--- src/rtl/core/m3ir_pkg.sv ---
// Package for the median-of-three distance framer.
// Types, register indexes, reset values and the median function; no dependencies.
package m3ir_pkg;

    localparam int unsigned CODE_W   = 12;
    localparam int unsigned DIST_W   = 20;
    localparam int unsigned IDX_W    = 6;
    localparam int unsigned COUNT_W  = 7;
    localparam int unsigned CFG_W    = 20;
    localparam int unsigned CFG_IDX_W = 2;
    localparam int unsigned DIV_STEPS = DIST_W;
    localparam int unsigned STEP_W   = 5;

    localparam logic [CODE_W-1:0] NEAR_RST   = 12'd494;
    localparam logic [DIST_W-1:0] SCALE_RST  = 20'd268130;
    localparam logic [CODE_W-1:0] OFFSET_RST = 12'd159;
    localparam logic [CODE_W-1:0] FAR_RST    = 12'd799;
    localparam logic [STEP_W-1:0] LAST_STEP  = STEP_W'(DIV_STEPS - 1);

    typedef enum logic [CFG_IDX_W-1:0] {
        CFG_NEAR   = 2'd0,
        CFG_SCALE  = 2'd1,
        CFG_OFFSET = 2'd2,
        CFG_FAR    = 2'd3
    } t_cfg_idx;

    typedef enum logic {
        REQ_SAMPLE = 1'b0,
        REQ_REARM  = 1'b1
    } t_req;

    typedef enum logic [1:0] {
        ST_IDLE,
        ST_PREP,
        ST_DIV,
        ST_DONE
    } t_state;

    // controller -> datapath
    typedef struct packed {
        logic shift;     // sample accepted: shift the history
        logic start;     // capture median and position, bump frame count
        logic clear;     // rearm: frame count back to zero
        logic prep;      // load divider or far distance
        logic step;      // one restoring division step
        logic load_out;  // move result into the output word
    } t_cmd;

    // datapath -> controller
    typedef struct packed {
        logic frame_full;
        logic far_sel;
        logic out_free;
    } t_status;

    function automatic logic [CODE_W-1:0] mid_of_three(
        input logic [CODE_W-1:0] a,
        input logic [CODE_W-1:0] b,
        input logic [CODE_W-1:0] c
    );
        logic [CODE_W-1:0] lo;
        logic [CODE_W-1:0] hi;
        lo = (a < b) ? a : b;
        hi = (a < b) ? b : a;
        if (c <= lo) begin
            return lo;
        end else if (c >= hi) begin
            return hi;
        end
        return c;
    endfunction

endpackage

--- src/rtl/core/m3ir_ifs.sv ---
// Valid/ready channel interfaces for the distance framer.
// Depends on m3ir_pkg for field widths.
interface m3ir_in_if import m3ir_pkg::*; ();
    logic              valid;
    logic              ready;
    logic              req_type;
    logic [CODE_W-1:0] adc_code;

    modport source (output valid, output req_type, output adc_code, input ready);
    modport sink   (input valid, input req_type, input adc_code, output ready);
endinterface

interface m3ir_out_if import m3ir_pkg::*; ();
    logic              valid;
    logic              ready;
    logic [DIST_W-1:0] distance_mm;
    logic [CODE_W-1:0] median_code;
    logic [IDX_W-1:0]  frame_index;
    logic              frame_last;

    modport source (output valid, output distance_mm, output median_code,
                    output frame_index, output frame_last, input ready);
    modport sink   (input valid, input distance_mm, input median_code,
                    input frame_index, input frame_last, output ready);
endinterface

--- src/rtl/core/median3_ir_distance_framer_top.sv ---
// Median-of-three IR distance framer, top level.
// A sample word passes accept, set-up, 20 divider steps and hand-off, which
// waits for a free output word; the far distance skips the bit-serial divider.
// No new sample word is taken until the last result is handed off. Rearm words
// and samples of a full frame are taken in idle. Synchronous active-low reset
// restores config defaults, clears history, frame count and output valid.
module median3_ir_distance_framer_top import m3ir_pkg::*; #(
    parameter int unsigned FRAME_LEN = 64
) (
    input  logic                 i_clk,
    input  logic                 i_rst_n,
    input  logic                 i_cfg_we,
    input  logic [CFG_IDX_W-1:0] i_cfg_idx,
    input  logic [CFG_W-1:0]     i_cfg_data,
    m3ir_in_if.sink              i_in,
    m3ir_out_if.source           o_out
);

    t_cmd               cmd;
    t_status            status;
    t_state             state;
    logic               in_ready;
    logic [COUNT_W-1:0] frame_count;

    // Controller only sequences; all values live in the datapath.
    m3ir_ctrl u_ctrl (
        .i_clk      (i_clk),
        .i_rst_n    (i_rst_n),
        .i_in_valid (i_in.valid),
        .i_req_type (i_in.req_type),
        .i_status   (status),
        .o_in_ready (in_ready),
        .o_cmd      (cmd),
        .o_state    (state)
    );

    // Datapath holds the output word, so a new word is taken while the
    // previous result still waits downstream.
    m3ir_dp #(
        .FRAME_LEN (FRAME_LEN)
    ) u_dp (
        .i_clk         (i_clk),
        .i_rst_n       (i_rst_n),
        .i_cfg_we      (i_cfg_we),
        .i_cfg_idx     (i_cfg_idx),
        .i_cfg_data    (i_cfg_data),
        .i_adc_code    (i_in.adc_code),
        .i_cmd         (cmd),
        .i_out_ready   (o_out.ready),
        .o_status      (status),
        .o_frame_count (frame_count),
        .o_out_valid   (o_out.valid),
        .o_distance_mm (o_out.distance_mm),
        .o_median_code (o_out.median_code),
        .o_frame_index (o_out.frame_index),
        .o_frame_last  (o_out.frame_last)
    );

    assign i_in.ready = in_ready;

`ifndef SYNTHESIS
    // frame count never runs past the frame length
    a_count_bound: assert property (@(posedge i_clk) disable iff (!i_rst_n)
        frame_count <= COUNT_W'(FRAME_LEN))
        else $error("frame count beyond frame length");

    // last-of-frame flag only on the final position
    a_last_index: assert property (@(posedge i_clk) disable iff (!i_rst_n)
        (o_out.valid && o_out.frame_last) |-> (o_out.frame_index == IDX_W'(FRAME_LEN - 1)))
        else $error("frame_last on wrong index");

    // an accepted sample of an open frame starts the divider set-up
    a_start_prep: assert property (@(posedge i_clk) disable iff (!i_rst_n)
        (i_in.valid && in_ready && !i_in.req_type && !status.frame_full)
        |=> (state == ST_PREP))
        else $error("sample accepted without set-up");

    // a result word is loaded only from the hand-off state
    a_load_state: assert property (@(posedge i_clk) disable iff (!i_rst_n)
        (o_out.valid && !$past(o_out.valid)) |-> ($past(state) == ST_DONE))
        else $error("result loaded outside hand-off");
`endif

endmodule

--- src/rtl/core/m3ir_dp.sv ---
// Datapath: config registers, sample history, frame count, restoring divider
// and output word. Depends on m3ir_pkg.
module m3ir_dp import m3ir_pkg::*; #(
    parameter int unsigned FRAME_LEN = 64
) (
    input  logic                 i_clk,
    input  logic                 i_rst_n,
    input  logic                 i_cfg_we,
    input  logic [CFG_IDX_W-1:0] i_cfg_idx,
    input  logic [CFG_W-1:0]     i_cfg_data,
    input  logic [CODE_W-1:0]    i_adc_code,
    input  t_cmd                 i_cmd,
    input  logic                 i_out_ready,
    output t_status              o_status,
    output logic [COUNT_W-1:0]   o_frame_count,
    output logic                 o_out_valid,
    output logic [DIST_W-1:0]    o_distance_mm,
    output logic [CODE_W-1:0]    o_median_code,
    output logic [IDX_W-1:0]     o_frame_index,
    output logic                 o_frame_last
);

    localparam logic [COUNT_W-1:0] LEN = COUNT_W'(FRAME_LEN);

    logic [CODE_W-1:0]  r_near, r_offset, r_far;
    logic [DIST_W-1:0]  r_scale;
    logic [CODE_W-1:0]  r_newest, r_middle, r_oldest;
    logic [COUNT_W-1:0] r_count;
    logic [CODE_W-1:0]  r_med;
    logic [IDX_W-1:0]   r_pos;
    logic [CODE_W-1:0]  r_div;
    logic [CODE_W-1:0]  r_rem;
    logic [DIST_W-1:0]  r_quo;
    logic               r_out_valid;
    logic [DIST_W-1:0]  r_out_dist;
    logic [CODE_W-1:0]  r_out_med;
    logic [IDX_W-1:0]   r_out_idx;
    logic               r_out_last;

    logic [CODE_W:0]    rem_shift;
    logic [CODE_W+1:0]  diff;
    logic               fits;
    logic               last_pos;

    // config registers
    always_ff @(posedge i_clk) begin
        if (!i_rst_n) begin
            r_near   <= NEAR_RST;
            r_scale  <= SCALE_RST;
            r_offset <= OFFSET_RST;
            r_far    <= FAR_RST;
        end else if (i_cfg_we) begin
            unique case (t_cfg_idx'(i_cfg_idx))
                CFG_NEAR:   r_near   <= i_cfg_data[CODE_W-1:0];
                CFG_SCALE:  r_scale  <= i_cfg_data[DIST_W-1:0];
                CFG_OFFSET: r_offset <= i_cfg_data[CODE_W-1:0];
                CFG_FAR:    r_far    <= i_cfg_data[CODE_W-1:0];
                default:    ;
            endcase
        end
    end

    // history and frame count
    always_ff @(posedge i_clk) begin
        if (!i_rst_n) begin
            r_newest <= '0;
            r_middle <= '0;
            r_oldest <= '0;
            r_count  <= '0;
        end else begin
            if (i_cmd.shift) begin
                r_newest <= i_adc_code;
                r_middle <= r_newest;
                r_oldest <= r_middle;
            end
            if (i_cmd.clear) begin
                r_count <= '0;
            end else if (i_cmd.start) begin
                r_count <= r_count + 1'b1;
            end
        end
    end

    // restoring division step: remainder stays below the divisor
    assign rem_shift = {r_rem, r_quo[DIST_W-1]};
    assign diff      = {1'b0, rem_shift} - {2'b00, r_div};
    assign fits      = ~diff[CODE_W+1];

    always_ff @(posedge i_clk) begin
        if (i_cmd.start) begin
            r_med <= mid_of_three(i_adc_code, r_newest, r_middle);
            r_pos <= r_count[IDX_W-1:0];
        end
        if (i_cmd.prep) begin
            r_rem <= '0;
            r_div <= r_med - r_offset;
            r_quo <= o_status.far_sel ? {{(DIST_W-CODE_W){1'b0}}, r_far} : r_scale;
        end else if (i_cmd.step) begin
            r_rem <= fits ? diff[CODE_W-1:0] : rem_shift[CODE_W-1:0];
            r_quo <= {r_quo[DIST_W-2:0], fits};
        end
    end

    assign last_pos = ({1'b0, r_pos} + 1'b1) == LEN;

    // output word
    always_ff @(posedge i_clk) begin
        if (!i_rst_n) begin
            r_out_valid <= 1'b0;
        end else if (i_cmd.load_out) begin
            r_out_valid <= 1'b1;
        end else if (i_out_ready) begin
            r_out_valid <= 1'b0;
        end
    end

    always_ff @(posedge i_clk) begin
        if (i_cmd.load_out) begin
            r_out_dist <= r_quo;
            r_out_med  <= r_med;
            r_out_idx  <= r_pos;
            r_out_last <= last_pos;
        end
    end

    assign o_status.frame_full = (r_count >= LEN);
    assign o_status.far_sel    = (r_med < r_near) || (r_med <= r_offset);
    assign o_status.out_free   = !r_out_valid || i_out_ready;

    assign o_frame_count = r_count;
    assign o_out_valid   = r_out_valid;
    assign o_distance_mm = r_out_dist;
    assign o_median_code = r_out_med;
    assign o_frame_index = r_out_idx;
    assign o_frame_last  = r_out_last;

endmodule

--- src/rtl/core/m3ir_ctrl.sv ---
// Controller state machine: sequences accept, divider set-up, division
// steps and result hand-off. Depends on m3ir_pkg.
module m3ir_ctrl import m3ir_pkg::*; (
    input  logic    i_clk,
    input  logic    i_rst_n,
    input  logic    i_in_valid,
    input  logic    i_req_type,
    input  t_status i_status,
    output logic    o_in_ready,
    output t_cmd    o_cmd,
    output t_state  o_state
);

    t_state            r_state, n_state;
    logic [STEP_W-1:0] r_step, n_step;

    always_ff @(posedge i_clk) begin
        if (!i_rst_n) begin
            r_state <= ST_IDLE;
            r_step  <= '0;
        end else begin
            r_state <= n_state;
            r_step  <= n_step;
        end
    end

    always_comb begin
        n_state    = r_state;
        n_step     = r_step;
        o_cmd      = '0;
        o_in_ready = 1'b0;
        unique case (r_state)
            ST_IDLE: begin
                o_in_ready = 1'b1;
                if (i_in_valid) begin
                    if (t_req'(i_req_type) == REQ_REARM) begin
                        o_cmd.clear = 1'b1;
                    end else begin
                        o_cmd.shift = 1'b1;
                        if (!i_status.frame_full) begin
                            o_cmd.start = 1'b1;
                            n_state     = ST_PREP;
                        end
                    end
                end
            end
            ST_PREP: begin
                o_cmd.prep = 1'b1;
                n_step     = '0;
                n_state    = i_status.far_sel ? ST_DONE : ST_DIV;
            end
            ST_DIV: begin
                o_cmd.step = 1'b1;
                n_step     = r_step + 1'b1;
                if (r_step == LAST_STEP) begin
                    n_state = ST_DONE;
                end
            end
            ST_DONE: begin
                if (i_status.out_free) begin
                    o_cmd.load_out = 1'b1;
                    n_state        = ST_IDLE;
                end
            end
            default: n_state = ST_IDLE;
        endcase
    end

    assign o_state = r_state;

endmodule

--- src/flat_wrapper.sv ---
// flat-port wrapper written by rule: the top's interface ports become plain ports
module median3_ir_distance_framer_top_flat import m3ir_pkg::*;
#(
    parameter int unsigned FRAME_LEN = 64
)
  (i_clk, i_rst_n, i_cfg_we, i_cfg_idx, i_cfg_data, i_in_valid, i_in_req_type, i_in_adc_code, i_in_ready, o_out_valid, o_out_distance_mm, o_out_median_code, o_out_frame_index, o_out_frame_last, o_out_ready);
  m3ir_in_if i_in_i ();
  m3ir_out_if o_out_i ();
  input  logic i_clk;
  input  logic i_rst_n;
  input  logic i_cfg_we;
  input  logic [CFG_IDX_W-1:0] i_cfg_idx;
  input  logic [CFG_W-1:0] i_cfg_data;
  input wire logic [$bits(i_in_i.valid)-1:0] i_in_valid;
  input wire logic [$bits(i_in_i.req_type)-1:0] i_in_req_type;
  input wire logic [$bits(i_in_i.adc_code)-1:0] i_in_adc_code;
  output wire logic [$bits(i_in_i.ready)-1:0] i_in_ready;
  output wire logic [$bits(o_out_i.valid)-1:0] o_out_valid;
  output wire logic [$bits(o_out_i.distance_mm)-1:0] o_out_distance_mm;
  output wire logic [$bits(o_out_i.median_code)-1:0] o_out_median_code;
  output wire logic [$bits(o_out_i.frame_index)-1:0] o_out_frame_index;
  output wire logic [$bits(o_out_i.frame_last)-1:0] o_out_frame_last;
  input wire logic [$bits(o_out_i.ready)-1:0] o_out_ready;
  assign i_in_i.valid = i_in_valid;
  assign i_in_i.req_type = i_in_req_type;
  assign i_in_i.adc_code = i_in_adc_code;
  assign i_in_ready = i_in_i.ready;
  assign o_out_valid = o_out_i.valid;
  assign o_out_distance_mm = o_out_i.distance_mm;
  assign o_out_median_code = o_out_i.median_code;
  assign o_out_frame_index = o_out_i.frame_index;
  assign o_out_frame_last = o_out_i.frame_last;
  assign o_out_i.ready = o_out_ready;
  median3_ir_distance_framer_top #(.FRAME_LEN(FRAME_LEN)) u_core (.i_clk(i_clk), .i_rst_n(i_rst_n), .i_cfg_we(i_cfg_we), .i_cfg_idx(i_cfg_idx), .i_cfg_data(i_cfg_data), .i_in(i_in_i), .o_out(o_out_i));
endmodule
--- config.mk ---
export PLATFORM = sky130hd
export DESIGN_NAME = median3_ir_distance_framer_top_flat
export DESIGN_NICKNAME = d
export VERILOG_FILES = /design/src/rtl/core/m3ir_pkg.sv /design/src/rtl/core/m3ir_ifs.sv /design/src/rtl/core/median3_ir_distance_framer_top.sv /design/src/rtl/core/m3ir_dp.sv /design/src/rtl/core/m3ir_ctrl.sv /design/src/flat_wrapper.sv
export SDC_FILE = /design/constraint.sdc
export NUM_CORES = 1
export LEC_CHECK = 0
export BUFFER_PORTS_ARGS = -buffer_cell sky130_fd_sc_hd__buf_2
export CAP_MARGIN = 10
export CORE_ASPECT_RATIO = 1.4
export CORE_MARGIN = 4
export CORE_UTILIZATION = 55
export CTS_CLUSTER_DIAMETER = 120
export DETAILED_ROUTE_END_ITERATION = 10
export PLACE_DENSITY = 0.86
export SLEW_MARGIN = 20
export SYNTH_ARGS = -nofsm -noshare
export SYNTH_HDL_FRONTEND = slang
export SYNTH_SLANG_ARGS = --single-unit
--- constraint.sdc ---
create_clock -name i_clk -period 4.8 [get_ports i_clk]
set_input_delay 0.48 -clock i_clk [delete_from_list [all_inputs] [get_ports i_clk]]
set_output_delay 0.48 -clock i_clk [all_outputs]
set_load 0.005 [all_outputs]
# --- Yosys cells after proc, flatten, opt, wreduce, memory -nomap -nowiden ---
# Index checks and enable logic that the tools add are counted.
word_totals:
  reg_bits: 196
  wordCells: 91
  input_bits: 40
  output_inout_bits: 41
op_classes:
  reduce_logical: 14
  mux: 32
  add_sub_neg: 5
  n_bitwise: 2
  n_eq_ne: 13
  magnitude_cmp: 6
op_table:
  columns: ["op", "n"]
  rows:
  - ["two-way mux 12 bit", 6]
  - ["two-way mux 20 bit", 3]
  - ["<= comparator 12 bit", 2]
  - ["less-than comparator 12 bit", 2]
  - ["subtractor 13 x 12 -> 14 bit", 1]
  - ["two-way mux 1 bit", 13]
  - [">= comparator 12 bit", 1]
  - ["two-way mux 2 bit", 6]
  - ["subtractor 12 bit", 1]
  - ["one-hot mux 5 bit (2 select lines)", 1]
  - ["== test 2 bit (second input constant)", 4]
  - ["!= test 2 bit (second input constant)", 4]
  - ["one-hot mux 2 bit (4 select lines)", 1]
  - ["AND reduction 2 bit", 4]
  - ["adder 6 x 1 -> 7 bit (second input constant)", 1]
  - ["adder 7 x 1 -> 7 bit (second input constant)", 1]
  - ["== test 7 bit (second input constant)", 1]
  - [">= comparator 7 bit (second input constant)", 1]
  - ["two-way mux 3 bit", 2]
  - ["nonzero test 2 bit", 3]
  - ["adder 5 x 1 -> 5 bit (second input constant)", 1]
  - ["== test 5 bit (second input constant)", 1]
  - ["AND reduction 5 bit", 1]
  - ["== test 2 x 1 -> 1 bit (second input constant)", 2]
  - ["other kinds (6)", 9]

# --- Longest topological paths before layout ---
# Gate-level depths: netlist (run 1).
logic_depth:
  depth_word: 7
  mapped_depth: 19
  depth_no_buf: 16

# --- Cells and area by module ---
# From an unflattened synthesis (run 1), not the netlist that was laid out.
hier_totals:
  cells_unflattened: 992
  hier_area_um2: 9968.3
modules_own_cells:
  columns: ["module", "cells_each", "instances", "seq_area_each_um2", "area_each_um2"]
  rows:
  - ["m3ir_dp", 944, 1, 4674.5, 9535.4]
  - ["m3ir_ctrl", 48, 1, 140.1, 432.9]

# --- Least setup slack after synthesis (run 1) ---
# OpenSTA, ideal clock, no wires.
synth_path:
  path_type: "input-to-reg"
  start: "input port i_in_adc_code[9]"
  end: "register u_core.u_dp.r_med[10] (data pin)"
  setup_time_ps: 262
  slack_ps: 947
  required_time_ps: 4538
  n_path_buf: 3
  stages: 17
  t_arrival_ps: 3591
  cell_sequence: "ha_1 a21oi_1 o21ai_1 a2111oi_0 a31oi_1 buf_2 buf_2 nor2_1 a21oi_1 ha_1 nand3_1 or4_1 a21oi_2 nand3_1 o21ai_1 buf_2 a211oi_1"
synth_via:
  elab_chain_cells: 7
  word_cells_on_any_way: 11
  classes_between: "order compare: 3; mux: 8"
synth_lines:
  columns: ["item", "line", "source"]
  rows:
  - ["start, declared", "flat_wrapper.sv:16", "input wire logic [$bits(i_in_i.adc_code)-1:0] i_in_adc_code;"]
  - ["less-than comparator 12 bit", "m3ir_pkg.sv:63, m3ir_pkg.sv:64", null]
  - ["two-way mux 12 bit", "m3ir_pkg.sv:64", "hi = (a < b) ? b : a;"]
  - [">= comparator 12 bit", "m3ir_pkg.sv:67", "end else if (c >= hi) begin"]
  - ["two-way mux 1 bit", "m3ir_pkg.sv:67", null]
  - ["two-way mux 1 bit", "m3ir_pkg.sv:65", "if (c <= lo) begin"]
  - ["two-way mux 1 bit", "m3ir_dp.sv:90", "if (i_cmd.start) begin"]
  - ["two-way mux 12 bit *", "m3ir_pkg.sv:70", "return c;"]
  - ["end signal, assigned", "m3ir_dp.sv:91", "r_med <= mid_of_three(i_adc_code, r_newest, r_middle);"]
  - ["end, declared", "m3ir_dp.sv:29", "logic [CODE_W-1:0] r_med;"]
# Every way passes the cells marked *; elsewhere a longest branch is shown, timed or not. The select of a mux whose other input is x is not followed.
# A chain may end at the register's enable or synchronous reset.

# --- Final worst setup path (run 1) ---
layout_path:
  start: "register u_core.u_dp.r_newest[11]"
  end: "register u_core.u_dp.r_med[3] (data pin)"
layout_via:
  elab_chain_cells: 7
  word_cells_on_any_way: 11
  classes_between: "order compare: 3; mux: 8"
layout_lines:
  columns: ["item", "line", "source"]
  rows:
  - ["start, declared", "m3ir_dp.sv:27", "logic [CODE_W-1:0] r_newest, r_middle, r_oldest;"]
  - ["start signal, assigned", "m3ir_dp.sv:72", "r_newest <= i_adc_code;"]
  - ["less-than comparator 12 bit", "m3ir_pkg.sv:63, m3ir_pkg.sv:64", null]
  - ["two-way mux 12 bit", "m3ir_pkg.sv:64", null]
  - [">= comparator 12 bit", "m3ir_pkg.sv:67", null]
  - ["two-way mux 1 bit", "m3ir_pkg.sv:67", null]
  - ["two-way mux 1 bit", "m3ir_pkg.sv:65", null]
  - ["two-way mux 1 bit", "m3ir_dp.sv:90", null]
  - ["two-way mux 12 bit *", "m3ir_pkg.sv:70", null]
# Marked as above.

==> summary.md, run 1 <==
| Metric | Value |
|---|---|
| Synth warnings | `0` |
| Antenna viol nets, final | `0` |
| Mapped Cells | `1,051` |
| Filler instances | `1,422` |
| Chip width | `122 um` |
| Routed length per instance | `15.9 um` |
| Max stage delay on crit path | `0.41 ns` |
| Compound-cell area share of the yosys netlist | `16.0%` |
| Crit-path max FO | `21` |
| Fin nets | `1,237` |
| Simple-gate share of the synthesized area | `15.5%` |
| Slew HR | `26.8%` |
| Critical-path cell list | `inv_1 -> ha_1 -> a21oi_1 -> o21ai_1 -> a2111oi_0 -> buf_4 -> a31oi_4 -> buf_4 -> nor2_1 -> a21oi_1 -> ha_1 -> nand4_1 -> nor4_1 -> nor3_1 -> o22ai_1 -> nand3b_1 -> buf_4 -> a21oi_1 -> a211oi_1` |
| Worst hold path type | `input port to register` |
| Crit path kind | `register to register` |
| # hold bufs at CTS | `0` |
| Mux cell area share after synthesis | `2.60%` |
| FFs w/ async S/R, synth | `0%` |
| Share of layout cells above drive strength 1 | `12.8%` |
| Main combinational cell family by area after synthesis | `compound AO/OA/AOI/OAI gates` |
| Placer Congestion | `0.900` |
| CTS tree | `yes` |
| Setup TNS after final layout | `0 ns` |
| H-Tree Depth | `4` |
| Vias in the first global route | `7,726` |
| Crit path DAT | `4.48 ns` |
| Post-layout util | `63.8%` |
| Adder-cell share of the synthesized area | `10.1%` |
| Xor/xnor share of the synthesized area | `2.03%` |
| Residual DRC | `0` |
| Antenna violations before repair | `0` |
| Top Usage Layer GRT | `met2` |
| IO buf count | `80` |
| Met1 GRT Util | `24.3%` |
| Vias per cell | `5.68` |
| CTS Buffer Depth | `2` |
| Largest net degree at the start of global routing | `48` |
| Die footprint | `0.0203 sq mm` |
| Initial DRC Count | `612` |
| Vias | `7,767` |
| Clock buffer count from CTS | `17` |
| Main synth FF type | `dfxtp_1` |
| Worst clock skew | `0.0142 ns` |
| GR Util All Layers | `22.1%` |
| Slowest cell on crit path | `dfxtp_1` |
| Rows | `57` |
| Max_cap viols | `0` |
| Clk sinks | `196` |
| CORE AREA | `0.0175 sq mm` |
| Ant diodes | `0` |
| First-pass GRT wire length | `36,200 um` |
| Worst ir drop on vdd | `247 uV` |
| Crit share post-route | `89.7%` |
| Sequential share of the synthesized area | `48.5%` |
| Startpoint Class | `register` |
| Endpoints failing hold | `0` |
| Leak Pwr | `4.49 nW` |
| Tmin final | `4.30 ns` |
| Max Slew Vio Count | `0` |
| Synthesis-stage register bit count | `196` |
| Status | `finished, final reports clean` |
| Worst EP required | `4.97 ns` |
| Clock root cell | `clkbuf_16` |
| Synth cell types | `63` |
| Clock-pin slew on the worst setup and hold paths | `0.08 ns` |
| Starting Density | `56.5%` |
| Clock latency on the worst-skew pair | `0.44 ns` |
| Fmax | `232 MHz` |
| Worst-margin pin slew | `1.09 ns` |
| Post-synth EDFFs | `89` |
| GR Util met3 | `3.43%` |
| Grt met2 use | `40.5%` |
| I/O pin count | `81` |
| CP endpoint kind | `register` |
| Layout area overhead | `12.9%` |
| Final setup fails | `0` |
| Overall routed net length | `21,700 um` |
| Die boundary height | `167 um` |
| Syn Nets | `1,170` |
| Mapped Area | `0.00992 sq mm` |
| Pwr Density | `499 mW/mm^2` |
| TritonRoute pass-1 iters | `7` |
| Grt ovf | `0` |
| Unrepaired setup endpoints after global routing | `false` |
| HPWL after DPL | `15,700 um` |
| Syn_area_per_cell | `9.44 sq um` |
==> cell usage after synthesis (7+ instances only) <==
| library cell | n | area share [%] |
|---|---|---|
| nand2_1 | 177 | 6.7 |
| dfxtp_1 | 107 | 22 |
| edfxtp_1 | 89 | 27 |
| inv_1 | 84 | 3.2 |
| nor2_1 | 82 | 3.1 |
| ha_1 | 77 | 9.7 |
| a21oi_1 | 74 | 3.7 |
| a21boi_0 | 55 | 4.2 |
| nand3_1 | 34 | 1.7 |
| clkbuf_1 | 32 | 1.2 |
| o21ai_0 | 31 | 1.6 |
| a211oi_1 | 22 | 1.7 |
| mux2i_1 | 22 | 2.2 |
| nor3_1 | 17 | 0.86 |
| xnor2_1 | 16 | 1.4 |
| o211ai_1 | 14 | 1.1 |
| nand4_1 | 13 | 0.82 |
| buf_2 | 10 | 0.50 |
| a21o_1 | 9 | 0.68 |
| o21a_1 | 8 | 0.61 |
| nor2b_1 | 7 | 0.44 |
| xor2_1 | 7 | 0.62 |
==> layer usage <==
metal,vias to the layer above,part of all wire [%],wire length (um)
met3,57,4.1,897
met4,0,3.5,764
met2,226,54,11800
li1,3799,-,-
met1,3685,38,8280
met5,-,0,0
==> cells by family after synthesis <==
| family | count (synthesis) |
|---|---|
| AO/OA/AOI/OAI | 241 |
| XOR/XNOR | 23 |
| adder cells (fa/ha/maj) | 79 |
| buffers and inverters | 131 |
| flip-flops | 196 |
| multiplexers | 25 |
| AND/OR/NAND/NOR | 356 |
==> cell usage in the layout (no fill, tap or decap), types with 3 or more instances in the layout <==
cell       netlist  layout
clkbuf_16        0      17
edfxtp_1        89      89
nand4_1         13      13
nor3_1          17      17
xnor2_1         16      16
buf_2           10      80
a2111oi_0        4       4
dfxtp_1        107     107
o21a_1           8       8
ha_1            77      76
clkinv_8         0       5
inv_8            0       3
a21boi_0        55      55
a211oi_1        22      22
nand2b_1         3       3
and2_1           4       4
buf_4            0      14
nor2b_1          7       6
inv_12           0       3
nand3_1         34      34
o21ai_0         31      31
nand2_1        177     177
o211ai_1        14      14
a21oi_1         74      74
inv_1           84      84
xor2_1           7       7
a21o_1           9       9
nor2_1          82      82
mux2i_1         22      22
==> worst max-delay path, delay by kind of cell, from the launching register on <==
| family | cells | cell delay (ns) |
|---|---|---|
| AOI/OAI and AO/OA | 8 | 1.42 |
| and+or+nand+nor | 5 | 0.83 |
| buffers and inverters | 4 | 0.74 |
| adders and majority gates | 2 | 0.61 |
| DFF | 1 | 0.41 |
==> metrics by stage <==
| stage | std cells | area, sq um | hold slack [ns] | setup WS (ns) | total power, W |
|---|---|---|---|---|---|
| floorplan | 1051 | 9920 | 0.426 | 0.947 | 0.00372 |
| global placement | 1332 | 10500 | 0.432 | 0.349 | 0.00406 |
| detailed placement | 1332 | 10500 | 0.435 | 0.213 | 0.00414 |
| CTS | 1364 | 11200 | 0.241 | 0.341 | 0.00560 |
| global route | 1367 | 11200 | 0.239 | 0.114 | 0.00594 |
| finish | 1367 | 11200 | 0.253 | 0.496 | 0.00558 |
==> power breakdown <==
part	internal [W]	switching, W
logic	0.000724	0.00106
clock network	0.000721	0.000732
registers	0.00217	0.000171
==> sequential cells by signal, summed over array words and instances, names as in the netlist <==
signal	cells
u_core.u_ctrl.o_state	2
u_core.u_dp.o_distance_mm	20
u_core.u_dp.r_near	12
u_core.u_dp.r_div	12
u_core.u_ctrl.r_step	5
u_core.u_dp.o_frame_count	7
u_core.u_dp.r_scale	20
u_core.u_dp.o_frame_index	6
u_core.u_dp.r_rem	12
u_core.u_dp.r_middle	12
u_core.u_dp.r_newest	12
u_core.u_dp.r_med	12
u_core.u_dp.r_pos	6
u_core.u_dp.r_far	12
u_core.u_dp.o_frame_last	1
u_core.u_dp.r_quo	20
u_core.u_dp.o_median_code	12
u_core.u_dp.o_out_valid	1
u_core.u_dp.r_offset	12
==> cell type report <==
type,instances,area (sq um),area share (%)
Sequential cell,196,4810,43.0
Multi-Input combinational cell,724,4620,41.3
Timing Repair Buffer,95,526,4.69
Clock buffer,17,425,3.80
Inverter,84,315,2.82
Tap cell,236,295,2.64
Clock inverter,15,199,1.78
==> path summary, 6_finish.rpt <==
kind	start	to	slack, ns	cells after the start
hold / removal	i_cfg_data[12]	u_core.u_dp.r_scale[12]	0.25	3
setup / recovery	u_core.u_dp.r_newest[11]	u_core.u_dp.r_med[3]	0.50	19
hold reg to reg	u_core.u_dp.r_pos[0]	u_core.u_dp.o_frame_index[0]	0.45	0
setup reg to reg	u_core.u_dp.r_newest[11]	u_core.u_dp.r_med[3]	0.50	19
==> repair_timing <==
| action | in CTS | in global routing |
|---|---|---|
| setup endpoints to repair | 0 | 12 |
| resized for setup | 0 | 1 |
| buffers inserted | 0 | 2 |
Note: power is estimated with default switching activity, not from simulation.
==> inputs of run 2 (changes only) <==
Settings changed: REMOVE_ABC_BUFFERS from default to 1.
==> run 2 against run 1 <==
  * Sequential cell count unchanged
  * Fmax down 2.0%
  * Clock skew down 0.0041 ns
  * Worst setup slack worse by 0.088 ns
  * Sequential share of layout area up 0.30 points
  * Routed wire length down 3.7%
  * Utilization down 0.44 points
  * Design area down 0.69%
  * Critical path type unchanged
==> summary.md, run 2 (same netlist as run 1, synthesis figures left out) <==
| Metric | Value |
|---|---|
| Worst hold start | `i_cfg_data[12]` |
| Layout area overhead | `12.1%` |
| Clock-pin slew on the worst setup and hold paths | `0.07 ns (about the same)` |
| Worst clock skew | `0.0101 ns (-0.00406 ns)` |
| Grt ovf | `0 (unchanged)` |
| Clock latency on the worst-skew pair | `0.44 ns (about the same)` |
| Vias per cell | `5.65 (-0.59%)` |
| Setup ws final | `0.408 ns (-0.0882 ns)` |
| Antenna violations before repair | `0 (unchanged)` |
| Fmax | `228 MHz (-2.0%)` |
| Leak Pwr | `4.45 nW (-0.85%)` |
| Routed length per instance | `15.3 um (-3.5%)` |
| Crit path DAT | `4.64 ns (+0.16 ns)` |
| Fin nets | `1,234 (-0.24%)` |
| Tmin final | `4.39 ns (+0.0882 ns)` |
| Overall routed net length | `20,900 um (-3.7%)` |
| I/O pin count | `81 (unchanged)` |
| Startpoint Class | `register` |
| Ant diodes | `0 (unchanged)` |
| Residual DRC | `0 (unchanged)` |
| Most common cell after layout, fill and taps aside | `nand2_1` |
| DP Area | `0.0105 sq mm (-0.14%)` |
| Endpoints failing hold | `0 (unchanged)` |
| HPWL after DPL | `15,000 um (-4.2%)` |
| First-pass GRT wire length | `34,900 um (-3.6%)` |
| Die boundary height | `167 um (unchanged)` |
| # hold bufs at CTS | `0 (unchanged)` |
| CTS tree | `yes` |
| Worst hold path type | `input port to register` |
| Worst-margin pin slew | `1.08 ns (-0.0150 ns)` |
| Final design area excluding fillers | `0.0111 sq mm (-0.69%)` |
| Vias | `7,704 (-0.81%)` |
| IO buf count | `80 (unchanged)` |
| Worst Setup SP | `u_core.u_dp.r_newest[11]` |
| CORE AREA | `0.0175 sq mm (unchanged)` |
| H-Tree Depth | `4 (unchanged)` |
| Crit share post-route | `91.5% (+1.8 points)` |
| CP endpoint kind | `register` |
| Max Slew Vio Count | `0 (unchanged)` |
| Rows | `57 (unchanged)` |
| Initial DRC Count | `511 (-17%)` |
| Die footprint | `0.0203 sq mm (unchanged)` |
| Final setup fails | `0 (unchanged)` |
| Worst Hold Margin | `0.255 ns (+0.00220 ns)` |
| TritonRoute pass-1 iters | `5 (-2)` |
| Slew HR | `28.0% (+1.3 points)` |
| CTS Buffer Depth | `2 (unchanged)` |
| Unrepaired setup endpoints after global routing | `false` |
| Antenna viol nets, final | `0 (unchanged)` |
| Total chip power | `0.00547 W (-2.1%)` |
| Pre-CTS setup slack | `0.126 ns (-0.0872 ns)` |
| Crit path kind | `register to register` |
| Chip width | `122 um (unchanged)` |
| Worst ir drop on vdd | `269 uV (+8.9%)` |
| Placer Congestion | `0.858 (-4.7%)` |
| GR Util All Layers | `21.1% (-0.92 points)` |
| Clock buffer count from CTS | `17 (unchanged)` |
| Worst R2R Start | `u_core.u_dp.r_newest[11]` |
| Share of layout cells above drive strength 1 | `12.6% (-0.23 points)` |
| Status | `finished, final reports clean` |
| Crit-path max FO | `33 (+57%)` |
| Pwr Density | `492 mW/mm^2 (-1.4%)` |
| Largest net degree at the start of global routing | `55 (+15%)` |
| Vias in the first global route | `7,459 (-3.5%)` |
| Clock root cell | `clkbuf_16` |
| Post-layout util | `63.4% (-0.44 points)` |
| Worst EP required | `5.05 ns (+0.08 ns)` |
| Clk sinks | `196 (unchanged)` |
| Max_cap viols | `0 (unchanged)` |
| Starting Density | `56.5% (unchanged)` |
| Commonest non-fill, non-tap cells in the layout | `nand2_1, dfxtp_1, edfxtp_1` |
[run 2: changes by cell type in the layout (fill, tap and decap cells not counted), moves of 2 or more]
cell        delta
inv_12         -3
clkinvlp_4     +2
clkinv_8       -5
buf_4          -4
clkinv_2       +3
inv_6          +3
[run 2: metal layers]
metal,up-vias,global-route usage [%],part of all wire [%]
met1,3666,24.4,39
met4,0,8.09,2.0
met2,196,38.8,54
li1,3809,-,-
met5,-,0,0
met3,33,3.09,5.0
[run 2: layout make-up]
class                           count  area, sq um
Fill cell                        1420         6430
Multi-Input combinational cell    724         4620
Sequential cell                   196         4810
Clock inverter                     15          120
Inverter                           84          315
Clock buffer                       17          425
Tap cell                          236          295
Timing Repair Buffer               92          523
[run 2: worst paths after layout]
path	end	slack, ns	cells past startpoint
max reg2reg	u_core.u_dp.r_med[0]	0.41	19
min reg2reg	u_core.u_dp.o_frame_index[2]	0.45	0
min	u_core.u_dp.r_scale[12]	0.26	3
max	u_core.u_dp.r_med[0]	0.41	19
[run 2: repair_timing]
item | in CTS | in global routing
setup buffers | 0 | 1
gates resized for setup | 0 | 2
endpoints found under the hold margin | 0 | 0
endpoints found under the setup margin | 0 | 12
[run 2: worst max-delay path: stages, from the launching register on]
cell       delay (ns)
dfxtp_1          0.45
inv_1            0.10
ha_1             0.32
a21oi_1          0.14
o21ai_1          0.11
a2111oi_0        0.46
buf_4            0.21
a31oi_4          0.08
buf_4            0.24
nor2_1           0.12
a21oi_1          0.06
ha_1             0.30
a2111oi_1        0.48
o21ai_0          0.21
a21oi_1          0.22
a21oi_2          0.11
nand3b_1         0.15
buf_12           0.15
a21oi_1          0.06
a221oi_1         0.22
[run 2: where the power goes]
part           switching, W  total, W  leakage, nW  internal (W)
clock network      0.000659   0.00134        0.268      0.000678
registers          0.000169   0.00234         1.70       0.00217
logic               0.00106   0.00179         2.49      0.000724
total               0.00189   0.00547         4.45       0.00357
[run 2: per-stage QoR]
stage,instances,setup TNS (ns)
2_1_floorplan,1004,-10.82
3_3_place_gp,1330,0
3_5_place_dp,1330,0
4_1_cts,1362,0
5_1_grt,1364,0
6_report,1364,0
==> inputs of run 3 (changes only) <==
Settings changed: PLACE_DENSITY 0.86 to 0.84.
==> run 3 against run 2 <==
  * Worst setup slack got worse by 0.074 ns
  * Global-route usage rose by 0.44 points
  * Fmax fell by 1.7%
  * Register-to-register slack got worse by 0.07 ns
  * Highest routed layer unchanged
==> summary.md, run 3 (same netlist as run 1, synthesis figures left out) <==
| Metric | Value |
|---|---|
| Status | `finished, final reports clean` |
| Vias per cell | `5.56 (-1.5%)` |
| Routed length per instance | `15.4 um (+0.59%)` |
| Unrepaired setup endpoints after global routing | `false` |
| Multi-input logic area | `0.00462 sq mm (about the same)` |
| Max_cap viols | `0 (unchanged)` |
| Max Slew Vio Count | `0 (unchanged)` |
| Pwr Density | `502 mW/mm^2 (+2.0%)` |
| CORE AREA | `0.0175 sq mm (unchanged)` |
| Residual DRC | `0 (unchanged)` |
| CP endpoint kind | `register` |
| Chip width | `122 um (unchanged)` |
| Startpoint Class | `register` |
| P_sw | `0.00192 W (+1.4%)` |
| GR Util All Layers | `21.6% (+0.44 points)` |
| Reg power frac | `41.5% (-1.3 points)` |
| Rows | `57 (unchanged)` |
| Worst ir drop on vdd | `222 uV (-17%)` |
| Starting Density | `56.5% (unchanged)` |
| Worst-margin pin slew | `1.08 ns (+0.00185 ns)` |
| Worst clock skew | `0.00840 ns (-0.00170 ns)` |
| Clock buffer count from CTS | `17 (unchanged)` |
| Clock power frac | `26.6% (+2.1 points)` |
| H-Tree Depth | `4 (unchanged)` |
| Crit path kind | `register to register` |
| Leak Pwr | `4.49 nW (+0.93%)` |
| Antenna viol nets, final | `0 (unchanged)` |
| Post-layout util | `63.9% (+0.49 points)` |
| First-pass GRT wire length | `35,500 um (+1.7%)` |
| I/O pin count | `81 (unchanged)` |
| HPWL after DPL | `15,000 um (about the same)` |
| Tmin final | `4.47 ns (+0.0744 ns)` |
| Fin nets | `1,234 (unchanged)` |
| Vias | `7,589 (-1.5%)` |
| Die footprint | `0.0203 sq mm (unchanged)` |
| Clock root cell | `clkbuf_16` |
| # hold bufs at CTS | `0 (unchanged)` |
| TritonRoute pass-1 iters | `5 (unchanged)` |
| Worst hold path type | `input port to register` |
| Worst Hold Margin | `0.242 ns (-0.0130 ns)` |
| Area taken by flip-flops and latches | `0.00481 sq mm (unchanged)` |
| Initial DRC Count | `478 (-6.5%)` |
| Sw frac | `34.1% (-0.47 points)` |
| Total chip power | `0.00562 W (+2.8%)` |
| Die boundary height | `167 um (unchanged)` |
| Final setup fails | `0 (unchanged)` |
| Layout area overhead | `13.0%` |
| Ant diodes | `0 (unchanged)` |
| CTS Buffer Depth | `2 (unchanged)` |
| Commonest non-fill, non-tap cells in the layout | `nand2_1, dfxtp_1, edfxtp_1` |
| Cell-internal power | `0.00370 W (+3.6%)` |
| CTS tree | `yes` |
| Clock-pin slew on the worst setup and hold paths | `0.08 ns (about the same)` |
| Endpoints failing hold | `0 (unchanged)` |
| Largest net degree at the start of global routing | `57 (+3.6%)` |
| Placer Congestion | `0.915 (+6.7%)` |
| Filler instances | `1,452 (+2.3%)` |
| Crit path DAT | `4.64 ns (about the same)` |
| Overall routed net length | `21,000 um (+0.59%)` |
| Worst EP required | `4.97 ns (-0.08 ns)` |
| Crit share post-route | `93.1% (+1.6 points)` |
| Clk sinks | `196 (unchanged)` |
| Grt ovf | `0 (unchanged)` |
| Antenna violations before repair | `0 (unchanged)` |
| Clock latency on the worst-skew pair | `0.44 ns (about the same)` |
| Fmax | `224 MHz (-1.7%)` |
| Most common cell after layout, fill and taps aside | `nand2_1` |
| Crit-path max FO | `16 (-52%)` |
| Vias in the first global route | `7,537 (+1.0%)` |
| Slew HR | `27.9% (-0.12 points)` |
| Logic gate share of total power | `31.9% (-0.8 points)` |
| Share of layout cells above drive strength 1 | `12.7% (+0.089 points)` |
| IO buf count | `80 (unchanged)` |
run 3: metrics by stage:
step	instance area [sq um]	setup slack [ns]	TNS (ns)	std cells
after floorplan	9720	-0.913	-10.82	1004
after global placement	10500	0.485	0	1331
after detailed placement	10500	0.343	0	1331
after CTS	11200	0.424	0	1363
after global routing	11200	0.0177	0	1364
final	11200	0.333	0	1364
run 3: worst max-delay path: stages, from the launching register on:
cell       delay, ns
dfxtp_1         0.43
inv_1           0.09
ha_1            0.29
a21oi_1         0.16
o21ai_1         0.11
a2111oi_0       0.37
buf_4           0.20
a31oi_4         0.19
buf_4           0.25
nor2_1          0.10
a21oi_1         0.06
ha_1            0.32
nand3_1         0.10
nor4_1          0.30
nor3_1          0.10
o22ai_1         0.32
nand3b_1        0.44
a21oi_1         0.27
a211oi_1        0.07
run 3: final timing paths:
check	cells past startpoint	slack, ns	from	to
setup reg to reg	18	0.33	u_core.u_dp.r_newest[9]	u_core.u_dp.r_med[1]
setup / recovery	18	0.33	u_core.u_dp.r_newest[9]	u_core.u_dp.r_med[1]
hold reg to reg	0	0.45	u_core.u_dp.r_quo[17]	u_core.u_dp.o_distance_mm[17]
hold / removal	3	0.24	i_cfg_data[12]	u_core.u_dp.r_scale[12]
run 3: area by class of cell:
cell class	instances	area share [%]
Clock buffer	17	3.80
Inverter	84	2.81
Timing Repair Buffer	92	4.67
Clock inverter	15	1.85
Multi-Input combinational cell	724	41.3
Tap cell	236	2.64
Sequential cell	196	43.0
run 3: what timing repair did:
item	CTS	global route
resized for setup	0	1
setup buffers	0	0
setup endpoints to repair	0	12
run 3: per-layer routing:
metal	share of wire, %	vias up	GRT usage [%]
met5	0	-	0
met4	2.4	0	8.78
met3	3.4	45	3.73
met2	54	169	39.3
met1	40	3579	24.7
li1	-	3796	-
run 3: power groups by stage:
| stage | sequential (W) | clock (W) | combinational, W |
|---|---|---|---|
| 2_1_floorplan | 0.00232 | 0 | 0.00134 |
| 3_3_place_gp | 0.00236 | 0 | 0.00170 |
| 3_5_place_dp | 0.00236 | 0 | 0.00177 |
| 4_1_cts | 0.00233 | 0.00151 | 0.00179 |
| 5_1_grt | 0.00236 | 0.00159 | 0.00203 |
| 6_report | 0.00233 | 0.00150 | 0.00180 |
